File: config.mk
export PLATFORM = sky130hd
export DESIGN_NAME = speck64_128_cbc_cipher_unit
export DESIGN_NICKNAME = d
export VERILOG_FILES = /design/src/hw/rtl/spk_pkg.sv /design/src/hw/rtl/spk_ram.sv /design/src/hw/rtl/speck64_128_cbc_cipher_unit.sv
export SDC_FILE = /design/constraint.sdc
export NUM_CORES = 2
export LEC_CHECK = 0
export BUFFER_PORTS_ARGS = -buffer_cell sky130_fd_sc_hd__buf_2
export CAP_MARGIN = 10
export CORE_AREA = 2 2 295 413
export CTS_BUF_LIST = sky130_fd_sc_hd__clkbuf_4
export CTS_CLUSTER_SIZE = 24
export DETAILED_ROUTE_END_ITERATION = 8
export DIE_AREA = 0 0 297 415
export GPL_TIMING_DRIVEN = 0
export PLACE_DENSITY = 0.76
export SLEW_MARGIN = 20
export SYNTH_ARGS = -nofsm -noshare
export SYNTH_HDL_FRONTEND = slang
export SYNTH_HIERARCHICAL = 1
export SYNTH_SLANG_ARGS = --single-unit
File: constraint.sdc
create_clock -name clk_i -period 11.7 [get_ports clk_i]
set_input_delay 0 -clock clk_i [delete_from_list [all_inputs] [get_ports clk_i]]
set_output_delay 0 -clock clk_i [all_outputs]
set_load 0.02 [all_outputs]
File: src/hw/rtl/spk_pkg.sv
package spk_pkg;

  localparam int WORD_W   = 32;
  localparam int BLOCK_W  = 2 * WORD_W;
  localparam int ACT_W    = 2;
  localparam int KIND_W   = 2;
  localparam int NUM_REGS = 6;
  localparam int CFG_AW   = 3;
  localparam int ROUNDS   = 27;
  localparam int RK_AW    = $clog2(ROUNDS);

  // rotate amounts of one speck round and their complements
  localparam int ROT_A  = 8;
  localparam int ROT_B  = 3;
  localparam int ROT_AC = WORD_W - ROT_A;
  localparam int ROT_BC = WORD_W - ROT_B;

  typedef enum logic [ACT_W-1:0] {
    ACT_ENC   = 2'd0,
    ACT_DEC   = 2'd1,
    ACT_START = 2'd2
  } spk_action_e;

  typedef enum logic [KIND_W-1:0] {
    KIND_CIPHER = 2'd0,
    KIND_PLAIN  = 2'd1,
    KIND_START  = 2'd2
  } spk_kind_e;

  typedef enum logic [CFG_AW-1:0] {
    REG_KEY0    = 3'd0,
    REG_KEY1    = 3'd1,
    REG_KEY2    = 3'd2,
    REG_KEY3    = 3'd3,
    REG_IV_LOW  = 3'd4,
    REG_IV_HIGH = 3'd5
  } spk_reg_e;

  typedef enum logic [3:0] {
    ST_IDLE = 4'b0001,
    ST_KEYX = 4'b0010,
    ST_RUN  = 4'b0100,
    ST_FIN  = 4'b1000
  } spk_state_e;

endpackage

File: src/hw/rtl/spk_ram.sv
module spk_ram #(
  parameter int WIDTH = 32,
  parameter int DEPTH = 32
) (
  input  logic                     clk_i,
  input  logic                     we_i,
  input  logic [$clog2(DEPTH)-1:0] waddr_i,
  input  logic [WIDTH-1:0]         wdata_i,
  input  logic [$clog2(DEPTH)-1:0] raddr_i,
  output logic [WIDTH-1:0]         rdata_o
);

  logic [WIDTH-1:0] mem_q [DEPTH];

  always_ff @(posedge clk_i) begin
    if (we_i) begin
      mem_q[waddr_i] <= wdata_i;
    end
    rdata_o <= mem_q[raddr_i];
  end

endmodule

File: src/hw/rtl/speck64_128_cbc_cipher_unit.sv
// channel   dir  handshake                     payload
// s_axis    in   s_axis_tvalid/s_axis_tready   tdata: block_low, block_high; tuser: action
// m_axis    out  m_axis_tvalid/m_axis_tready   tdata: out_low, out_high; tuser: out_kind
// cfg       in   cfg_we_i (no wait)            cfg_idx_i register index, cfg_data_i value
//
// an encrypt or decrypt request runs one round per cycle on the round datapath,
// fed by one key memory read per cycle, then the cbc xor step, which waits for
// a free output register; a start request runs the key expansion instead, then loads the iv
// an unused action code is accepted and gives no result
// reset clears control, config registers and the chaining value; round keys
// are undefined until the first start
// a result waiting on m_axis does not block the next request; only the final
// step of that next request waits for the output register to free up
module speck64_128_cbc_cipher_unit (
  input  logic                         clk_i,
  input  logic                         rst_ni,
  // configuration write port
  input  logic                         cfg_we_i,
  input  logic [spk_pkg::CFG_AW-1:0]   cfg_idx_i,
  input  logic [spk_pkg::WORD_W-1:0]   cfg_data_i,
  // request stream
  input  logic                         s_axis_tvalid,
  output logic                         s_axis_tready,
  input  logic [spk_pkg::BLOCK_W-1:0]  s_axis_tdata,  // [31:0] block_low, [63:32] block_high
  input  logic [spk_pkg::ACT_W-1:0]    s_axis_tuser,  // [1:0] action
  // result stream
  output logic                         m_axis_tvalid,
  input  logic                         m_axis_tready,
  output logic [spk_pkg::BLOCK_W-1:0]  m_axis_tdata,  // [31:0] out_low, [63:32] out_high
  output logic [spk_pkg::KIND_W-1:0]   m_axis_tuser   // [1:0] out_kind
);

  import spk_pkg::*;

  localparam logic [RK_AW-1:0] LAST_IDX = RK_AW'(ROUNDS - 1);
  localparam logic [RK_AW-1:0] FIRST_IDX = '0;

  // control state
  spk_state_e        state_q, state_d;
  logic [RK_AW-1:0]  cnt_q, cnt_d;
  spk_action_e       op_q, op_d;
  logic              m_valid_q, m_valid_d;

  // configuration registers and chaining value
  logic [WORD_W-1:0] cfg_q [NUM_REGS];
  logic [WORD_W-1:0] chain_lo_q, chain_lo_d;
  logic [WORD_W-1:0] chain_hi_q, chain_hi_d;

  // datapath registers
  logic [WORD_W-1:0]  x_q, x_d, y_q, y_d;
  logic [WORD_W-1:0]  cx_q, cx_d, cy_q, cy_d;
  logic [WORD_W-1:0]  k_q, k_d;
  logic [WORD_W-1:0]  lw_q [3];
  logic [WORD_W-1:0]  lw_d [3];
  logic [BLOCK_W-1:0] m_data_q, m_data_d;
  spk_kind_e          m_kind_q, m_kind_d;

  // key memory
  logic              ram_we;
  logic [RK_AW-1:0]  ram_raddr;
  logic [WORD_W-1:0] rk;

  // round datapath
  logic [WORD_W-1:0] enc_x, enc_y;
  logic [WORD_W-1:0] dec_t, dec_s, dec_x, dec_y;
  logic [WORD_W-1:0] ks_l, ks_k;

  logic s_fire, out_free, last_round;
  logic [WORD_W-1:0] blk_lo, blk_hi;

  spk_ram #(
    .WIDTH (WORD_W),
    .DEPTH (ROUNDS)
  ) u_rk_ram (
    .clk_i   (clk_i),
    .we_i    (ram_we),
    .waddr_i (cnt_q),
    .wdata_i (k_q),
    .raddr_i (ram_raddr),
    .rdata_o (rk)
  );

  assign s_axis_tready = (state_q == ST_IDLE);
  assign s_fire        = s_axis_tvalid && s_axis_tready;
  assign out_free      = !m_valid_q || m_axis_tready;
  assign last_round    = (cnt_q == LAST_IDX);
  assign blk_lo        = s_axis_tdata[WORD_W-1:0];
  assign blk_hi        = s_axis_tdata[BLOCK_W-1:WORD_W];

  assign m_axis_tvalid = m_valid_q;
  assign m_axis_tdata  = m_data_q;
  assign m_axis_tuser  = m_kind_q;

  // forward round: x = (ror8(x) + y) ^ k, y = rol3(y) ^ x
  assign enc_x = ({x_q[ROT_A-1:0], x_q[WORD_W-1:ROT_A]} + y_q) ^ rk;
  assign enc_y = {y_q[ROT_BC-1:0], y_q[WORD_W-1:ROT_BC]} ^ enc_x;

  // inverse round: y = ror3(x ^ y), x = rol8((x ^ k) - y)
  assign dec_t = y_q ^ x_q;
  assign dec_y = {dec_t[ROT_B-1:0], dec_t[WORD_W-1:ROT_B]};
  assign dec_s = (x_q ^ rk) - dec_y;
  assign dec_x = {dec_s[ROT_AC-1:0], dec_s[WORD_W-1:ROT_AC]};

  // key schedule step, the three l words rotate through lw_q[0]
  assign ks_l = ({lw_q[0][ROT_A-1:0], lw_q[0][WORD_W-1:ROT_A]} + k_q)
                ^ {{(WORD_W-RK_AW){1'b0}}, cnt_q};
  assign ks_k = {k_q[ROT_BC-1:0], k_q[WORD_W-1:ROT_BC]} ^ ks_l;

  assign ram_we = (state_q == ST_KEYX);

  always_comb begin
    state_d    = state_q;
    cnt_d      = cnt_q;
    op_d       = op_q;
    m_valid_d  = m_valid_q && !m_axis_tready;
    m_data_d   = m_data_q;
    m_kind_d   = m_kind_q;
    chain_lo_d = chain_lo_q;
    chain_hi_d = chain_hi_q;
    x_d        = x_q;
    y_d        = y_q;
    cx_d       = cx_q;
    cy_d       = cy_q;
    k_d        = k_q;
    lw_d       = lw_q;
    ram_raddr  = FIRST_IDX;

    unique case (state_q)
      ST_IDLE: begin
        if (s_fire) begin
          cnt_d = FIRST_IDX;
          cx_d  = blk_hi;
          cy_d  = blk_lo;
          unique case (s_axis_tuser)
            ACT_ENC: begin
              op_d    = ACT_ENC;
              x_d     = blk_hi ^ chain_hi_q;
              y_d     = blk_lo ^ chain_lo_q;
              state_d = ST_RUN;
            end
            ACT_DEC: begin
              // inverse rounds walk the keys from the top down
              op_d      = ACT_DEC;
              x_d       = blk_hi;
              y_d       = blk_lo;
              ram_raddr = LAST_IDX;
              state_d   = ST_RUN;
            end
            ACT_START: begin
              op_d     = ACT_START;
              k_d      = cfg_q[REG_KEY0];
              lw_d[0]  = cfg_q[REG_KEY1];
              lw_d[1]  = cfg_q[REG_KEY2];
              lw_d[2]  = cfg_q[REG_KEY3];
              state_d  = ST_KEYX;
            end
            default: begin
              // unused action code: dropped, the unit stays idle
            end
          endcase
        end
      end
      ST_KEYX: begin
        // round key cnt_q is k_q, written this cycle
        k_d     = ks_k;
        lw_d[0] = lw_q[1];
        lw_d[1] = lw_q[2];
        lw_d[2] = ks_l;
        cnt_d   = cnt_q + RK_AW'(1);
        if (last_round) begin
          state_d = ST_FIN;
        end
      end
      ST_RUN: begin
        // rk holds the key of this round; fetch the next one
        if (op_q == ACT_DEC) begin
          x_d = dec_x;
          y_d = dec_y;
          if (!last_round) begin
            ram_raddr = LAST_IDX - cnt_q - RK_AW'(1);
          end
        end else begin
          x_d = enc_x;
          y_d = enc_y;
          if (!last_round) begin
            ram_raddr = cnt_q + RK_AW'(1);
          end
        end
        cnt_d = cnt_q + RK_AW'(1);
        if (last_round) begin
          state_d = ST_FIN;
        end
      end
      ST_FIN: begin
        // cbc step and hand-off to the output register
        if (out_free) begin
          m_valid_d = 1'b1;
          state_d   = ST_IDLE;
          unique case (op_q)
            ACT_ENC: begin
              m_data_d   = {x_q, y_q};
              m_kind_d   = KIND_CIPHER;
              chain_lo_d = y_q;
              chain_hi_d = x_q;
            end
            ACT_DEC: begin
              m_data_d   = {x_q ^ chain_hi_q, y_q ^ chain_lo_q};
              m_kind_d   = KIND_PLAIN;
              chain_lo_d = cy_q;
              chain_hi_d = cx_q;
            end
            ACT_START: begin
              m_data_d   = '0;
              m_kind_d   = KIND_START;
              chain_lo_d = cfg_q[REG_IV_LOW];
              chain_hi_d = cfg_q[REG_IV_HIGH];
            end
            default: begin
              m_data_d = '0;
              m_kind_d = KIND_START;
            end
          endcase
        end
      end
      default: begin
        state_d = ST_IDLE;
      end
    endcase
  end

  // control and architectural state
  always_ff @(posedge clk_i or negedge rst_ni) begin
    if (!rst_ni) begin
      state_q    <= ST_IDLE;
      cnt_q      <= '0;
      op_q       <= ACT_ENC;
      m_valid_q  <= 1'b0;
      chain_lo_q <= '0;
      chain_hi_q <= '0;
      for (int i = 0; i < NUM_REGS; i++) begin
        cfg_q[i] <= '0;
      end
    end else begin
      state_q    <= state_d;
      cnt_q      <= cnt_d;
      op_q       <= op_d;
      m_valid_q  <= m_valid_d;
      chain_lo_q <= chain_lo_d;
      chain_hi_q <= chain_hi_d;
      // indexes past the register list are ignored
      if (cfg_we_i && (cfg_idx_i < CFG_AW'(NUM_REGS))) begin
        cfg_q[cfg_idx_i] <= cfg_data_i;
      end
    end
  end

  // payload registers
  always_ff @(posedge clk_i) begin
    x_q      <= x_d;
    y_q      <= y_d;
    cx_q     <= cx_d;
    cy_q     <= cy_d;
    k_q      <= k_d;
    lw_q     <= lw_d;
    m_data_q <= m_data_d;
    m_kind_q <= m_kind_d;
  end

  // a block request goes straight into the round loop
  a_block_to_run: assert property (@(posedge clk_i) disable iff (!rst_ni)
    s_fire && (s_axis_tuser == ACT_ENC || s_axis_tuser == ACT_DEC)
    |=> state_q == ST_RUN && cnt_q == FIRST_IDX)
    else $error("block request did not start the rounds");

  // the round counter never runs past the key memory
  a_cnt_range: assert property (@(posedge clk_i) disable iff (!rst_ni)
    (state_q == ST_RUN || state_q == ST_KEYX) |-> cnt_q <= LAST_IDX)
    else $error("round counter out of range");

  // a finished request with a free output register is presented next cycle
  a_fin_out: assert property (@(posedge clk_i) disable iff (!rst_ni)
    state_q == ST_FIN && out_free |=> m_axis_tvalid && state_q == ST_IDLE)
    else $error("result not presented after final step");

  // the last round always hands over to the final step
  a_last_fin: assert property (@(posedge clk_i) disable iff (!rst_ni)
    state_q == ST_RUN && last_round |=> state_q == ST_FIN)
    else $error("round loop did not end after the last round");

endmodule
Word level (Yosys, flattened, before mapping)
Memory sizes are Yosys's and may differ from the RTL's. A register that Yosys moved wholly into a read port is not among the register bits.
Index checks and enable logic that the tools add are counted.
W data, S select, Z words.
{"block": "word_totals", "register_bits": 590, "ram_bits": 864, "in_bits": 106, "wordCells": 121, "mem_count": 1}
{"block": "classes", "n_addsub": 6, "order_cmp": 3, "n_eq_ne": 15, "muxes": 39, "bitwise": 11, "n_reduce_logical": 24}
{"memory": "u_rk_ram.mem_q", "words": 27, "width": 32, "read_ports": 1, "rd_ports_with_merged_regs": 1, "wr": 1, "line_no": "spk_ram.sv:13", "text": "logic [WIDTH-1:0] mem_q [DEPTH];"}
{"operator": "$pmux W32 S2", "count": 5}
{"operator": "$xor A32 B32 Y32", "count": 9}
{"operator": "$mux W32", "count": 7}
{"operator": "$bwmux W192", "count": 1}
{"operator": "$mux W96", "count": 2}
{"operator": "$pmux W32 S3", "count": 2}
{"operator": "$pmux W96 S2", "count": 1}
{"operator": "$pmux W64 S2", "count": 1}
{"operator": "$demux W32 S3", "count": 1}
{"operator": "$add A32 B32 Y32", "count": 2}
{"operator": "$sub A32 B32 Y32", "count": 1}
{"operator": "$xor A32 B5 Y32", "count": 1}
{"operator": "$mux W5", "count": 6}
{"operator": "$pmux W5 S2", "count": 2}
{"operator": "$mux W4", "count": 3}
{"operator": "$pmux W4 S3", "count": 1}
{"operator": "$reduce_and A3 Y1", "count": 4}
{"operator": "$pmux W4 S2", "count": 1}
{"operator": "$ne A2 B1 Y1 const B", "count": 3}
{"operator": "$pmux W2 S3", "count": 1}
{"operator": "$reduce_and A2 Y1", "count": 3}
{"operator": "$reduce_bool A2 Y1", "count": 3}
{"operator": "$reduce_bool A3 Y1", "count": 2}
{"operator": "$add A5 B1 Y5 const B", "count": 1}
{"operator": "24 further kinds", "count": 35}

Depth between registers and ports, before layout
{"block": "depth", "word_depth": 6, "ltp_mapped": 15, "depth_no_buf": 15}

Hierarchy
Netlist, hierarchy kept.
{"mod": "spk_ram", "instances": 1, "cells_per_inst": 1320, "area_each_um2": 33591.0}
{"mod": "speck64_128_cbc_cipher_unit", "instances": 1, "cells_per_inst": 3025, "area_each_um2": 31715.4}

Least setup slack after synthesis
No wires, ideal clock.
{"block": "synth_path", "path_kind": "register to register", "start": "reg state_q[0]", "end": "reg k_q[0], enable pin", "arrival_ps": 8078, "slack_ps": 2964, "stages_incl_launch_ff": 4, "n_path_buf": 0, "synth_period_minus_slack_ps": 8736, "path_cell_list": "dfstp_2 > nor4b_1 > nand3_1 > a21oi_1"}
{"block": "synth_between", "elab_chain_cells": 4}
{"item": "from (decl)", "line_no": "speck64_128_cbc_cipher_unit.sv:39", "text": "spk_state_e state_q, state_d;"}
{"item": "from (signal assigned)", "line_no": "speck64_128_cbc_cipher_unit.sv:244", "text": "state_q <= state_d;"}
{"item": "$eq A4 B1 Y1 (*)", "line_no": "speck64_128_cbc_cipher_unit.sv:83", "text": "assign s_axis_tready = (state_q == ST_IDLE);"}
{"item": "named net s_axis_tready", "line_no": "speck64_128_cbc_cipher_unit.sv:23", "text": "output logic s_axis_tready,"}
{"item": "$logic_and A1 B1 Y1", "line_no": "speck64_128_cbc_cipher_unit.sv:84", "text": "assign s_fire = s_axis_tvalid && s_axis_tready;"}
{"item": "$ne A2 B1 Y1 (no source line)"}
{"item": "$reduce_and A3 Y1 (no source line) (*)"}
{"item": "to (signal assigned)", "line_no": "speck64_128_cbc_cipher_unit.sv:263", "text": "k_q <= k_d;"}
{"item": "to (decl)", "line_no": "speck64_128_cbc_cipher_unit.sv:52", "text": "logic [WORD_W-1:0] k_q, k_d;"}
The timed path passes the listed nets; every way through them passes the cells marked *.
A chain may end at the register's enable or synchronous reset.

Worst setup path in the final report
{"block": "layout_path", "start": "reg op_q[1]", "end": "reg u_rk_ram.rdata_o[10], read port of u_rk_ram.mem_q"}
{"block": "layout_between", "elab_chain_cells": 3}
{"item": "from (decl)", "line_no": "speck64_128_cbc_cipher_unit.sv:41", "text": "spk_action_e op_q, op_d;"}
{"item": "from (signal assigned)", "line_no": "speck64_128_cbc_cipher_unit.sv:246", "text": "op_q <= op_d;"}
{"item": "$eq A2 B1 Y1", "line_no": "speck64_128_cbc_cipher_unit.sv:176", "text": "if (op_q == ACT_DEC) begin"}
{"item": "$mux W5", "line_no": "speck64_128_cbc_cipher_unit.sv:176"}
{"item": "$pmux W5 S2", "line_no": "speck64_128_cbc_cipher_unit.sv:128", "text": "unique case (state_q)"}
{"item": "named net ram_raddr[2]", "line_no": "speck64_128_cbc_cipher_unit.sv:60", "text": "logic [RK_AW-1:0] ram_raddr;"}
{"item": "to (decl)", "line_no": "spk_ram.sv:10", "text": "output logic [WIDTH-1:0] rdata_o"}
The timed path passes the listed nets, and every way through them passes these cells.

==> results.toml <==
[run_status]
status = "finished, final reports clean"

[die]
io_pins = 174
core_sq_um = 119400
initial_utilization_pct = 54.71
rows = 150
die_h_um = 415
die_w_um = 297
die_area_sq_um = 123300

[routing]
via_per_inst = 6.155
firstDrtPassIters = 8
route.vias.total = 43664
totalWireLength_um = 209300
wl_per_cell_um = 29.51
ant_nets = 0
drtIter0Drc = 4756
drc_errors = 0

[global_routing]
grt_usage_pct = 33.87
grt_overflow_total = 0
grt_use_met3_pct = 8.749
grt.met2_usage_pct = 56.88
grt_start_max_net_pins = 94
grt_pass1_wl_um = 299300
first_global_vias = 45151
gr-max-usage-layer = "met2"
use_met1_pct = 35.55
antenna_found_initial = 18

[clock_tree]
cts_tree = "built"
path_clk_slew_ns = 0.08
postCtsSetupBuffers = 0
cts_sinks = 1486
htree_num_levels = 5
clockRootBuffer = "clkbuf_4"
numCtsBuffers = 354
cts_buffer_depth = 4
clkLatencyLatePin_ns = 1.34
ctsResizeCount = 0
holdBufCountCts = 267

[synth]
yosysUniqueCellTypes = 79
synth_commonest_cells = "edfxtp_1, nand2_1, o21ai_0, dfrtp_1, mux2_2"
yosys_warnings = 6
syn_inst = 4345
synth_edf_count = 1186
syn_area_per_cell_sq_um = 15.03
synth.area.top_cells = "edfxtp_1, dfrtp_1, mux4_2, mux2_2, nand2_1"
synth_top_area_share_pct = 54.53
synthesis.nets = 4555
ys_seq_area_share_pct = 65.79
synthArstFlopShare_pct = 18.03
synthesis.area_sq_um = 65310
synth-main-ff-cell = "edfxtp_1"
synth_seq_cells = 1486
synth_largest_area_cell = "edfxtp_1"
yosysMostFrequentCell = "edfxtp_1"

[worst_setup_path]
worst-path-max-fanout = 10
worst_ep_arrival_time_ns = 7.57
worstRegToRegCells = 12
start_kind = "flop"
path_class = "reg -> reg"
crit_path_end_kind = "flop"
crit_required_ns = 12.81

[cells_and_area]
post-route-util_pct = 64.65
register_area_sq_um = 42960
multiInputGateArea_sq_um = 21550
synthToLayoutAreaGrowth_pct = 18.16
final_cells = 7094
fillCellCount = 8406
drive_gt1_share_pct = 25.49
final_nets = 5426

[timing]
timing.fmax_mhz = 154.8
min_period_ns = 6.461
slew_headroom_pct = 15.44
slew_violations = 0
rsz0062_at_grt = "false"
hold_violations = 0
timing.final.crit_share_pct = 55.23
setup_viol = 0
worstMarginPinSlew_ns = 1.268
skew_ns = 0.1391

[placed_design]
routabilityCongestion = 1.050
dp_hpwl_um = 146100
dpl.cell_count = 6162
io_buffers = 173

[hold_path]
hold_class = "in -> reg"
holdPathStages = 3

[power]
leakage_uw = 0.02786
power_per_cell_area_nw_per_um2 = 239.8
ir_drop_v = 0.0001568

[run]
maxCapViolations = 0
-- stage by stage --
stage          worst slack, ns  total power (uW)  instance area, sq um  setup TNS, ns  hold slack, ns
2_1_floorplan            2.964             11490                 65310              0         -0.2956
3_3_place_gp          -0.07887             13710                 68170         -8.260          0.2076
3_5_place_dp             5.616             13860                 69520              0         -0.1532
4_1_cts                  5.507             18130                 76670              0        0.002028
5_1_grt                  5.297             19220                 77160              0         0.04968
6_report                 5.239             18510                 77170              0          0.1184
-- cell families (layout without fill, tap and decap cells) --
family / count (synthesis) / in the layout / synth area share [%]
AOI/OAI and AO/OA: 700 / 700 / 6.420
xor gates and xnor gates: 373 / 373 / 5.002
adders and majority gates: 104 / 104 / 2.027
buffers and inverters: 258 / 1397 / 1.625
DFF: 1486 / 1486 / 65.79
muxes: 526 / 526 / 13.46
other: 0 / 14 / 0
and+or+nand+nor: 898 / 898 / 5.675
-- worst paths after layout --
path	slack, ns	from	endpoint
max	5.24	op_q[1]	u_rk_ram/rdata_o[10]
min	0.12	s_axis_tdata[27]	cy_q[27]
max reg2reg	5.24	op_q[1]	u_rk_ram/rdata_o[10]
min reg2reg	0.49	lw_q[17]	lw_q[49]
max in group asynchronous	9.76	rst_ni	cfg_q[100]
min in group asynchronous	0.43	rst_ni	chain_hi_q[28]
-- sequential cells by signal, summed over array words and instances, names as in the netlist --
register and cells:
u_rk_ram/mem_q 864, m_axis_tvalid 1, chain_hi_q 32, cfg_q 192, m_axis_tdata 64, cnt_q 5
k_q 32, chain_lo_q 32, u_rk_ram/rdata_o 32, m_axis_tuser 2, y_q 32, op_q 2
cy_q 32, lw_q 96, state_q 4, x_q 32, cx_q 32
-- power breakdown --
part / switching [uW] / internal, uW / leakage (uW) / total (uW)
Clock: 2070 / 2170 / 0.00269 / 4240
Combinational: 4310 / 2500 / 0.0110 / 6810
Sequential: 737 / 6720 / 0.0142 / 7460
-- critical path: stages (launching register included) --
cell and delay, ns:
dfrtp_1 0.40, inv_1 0.11, ha_1 0.15, clkbuf_1 0.57, clkbuf_1 0.66, buf_1 0.84
a21oi_1 0.16, nor2_1 0.39, clkbuf_1 0.88, clkbuf_1 0.79, mux4_2 0.42, mux4_2 0.54
mux2_2 0.32
-- per-layer routing --
layer  wire length, um  part of all wire, %  vias to the layer above
met1             65480                   31                    21484
met3             19740                  9.4                      892
met5                91                0.043                        -
li1                  -                    -                    18401
met4             21040                   10                       12
met2            103000                   49                     2875
-- cell type report --
| class | instances | area share (%) |
|---|---|---|
| timing repair buffer | 515 | 6.588 |
| multi-input combinational | 2601 | 27.92 |
| clock inverter | 97 | 0.6761 |
| tap | 1596 | 2.588 |
| buffer | 226 | 1.219 |
| clock buffer | 527 | 5.127 |
| inverter | 32 | 0.1589 |
| antenna | 14 | 0.04540 |
| sequential | 1486 | 55.68 |
-- layout by cell type (no fill, tap or decap), types with 32 or more instances in the layout --
cell / netlist / final
dlygate4sd3_1: 0 / 267
a21o_1: 45 / 45
nand2_1: 656 / 656
xnor2_1: 240 / 239
dfrtp_1: 267 / 267
clkbuf_1: 180 / 180
a21oi_1: 127 / 126
a22oi_1: 65 / 65
ha_1: 101 / 101
nor2_1: 111 / 83
o21ai_1: 34 / 35
clkbuf_4: 0 / 527
mux4_2: 256 / 256
clkinv_1: 1 / 70
buf_2: 11 / 184
mux2_2: 259 / 259
edfxtp_1: 1186 / 1186
dfxtp_1: 32 / 32
xor2_1: 133 / 133
o21ai_0: 299 / 297
Power figures use the tool's default switching activity.
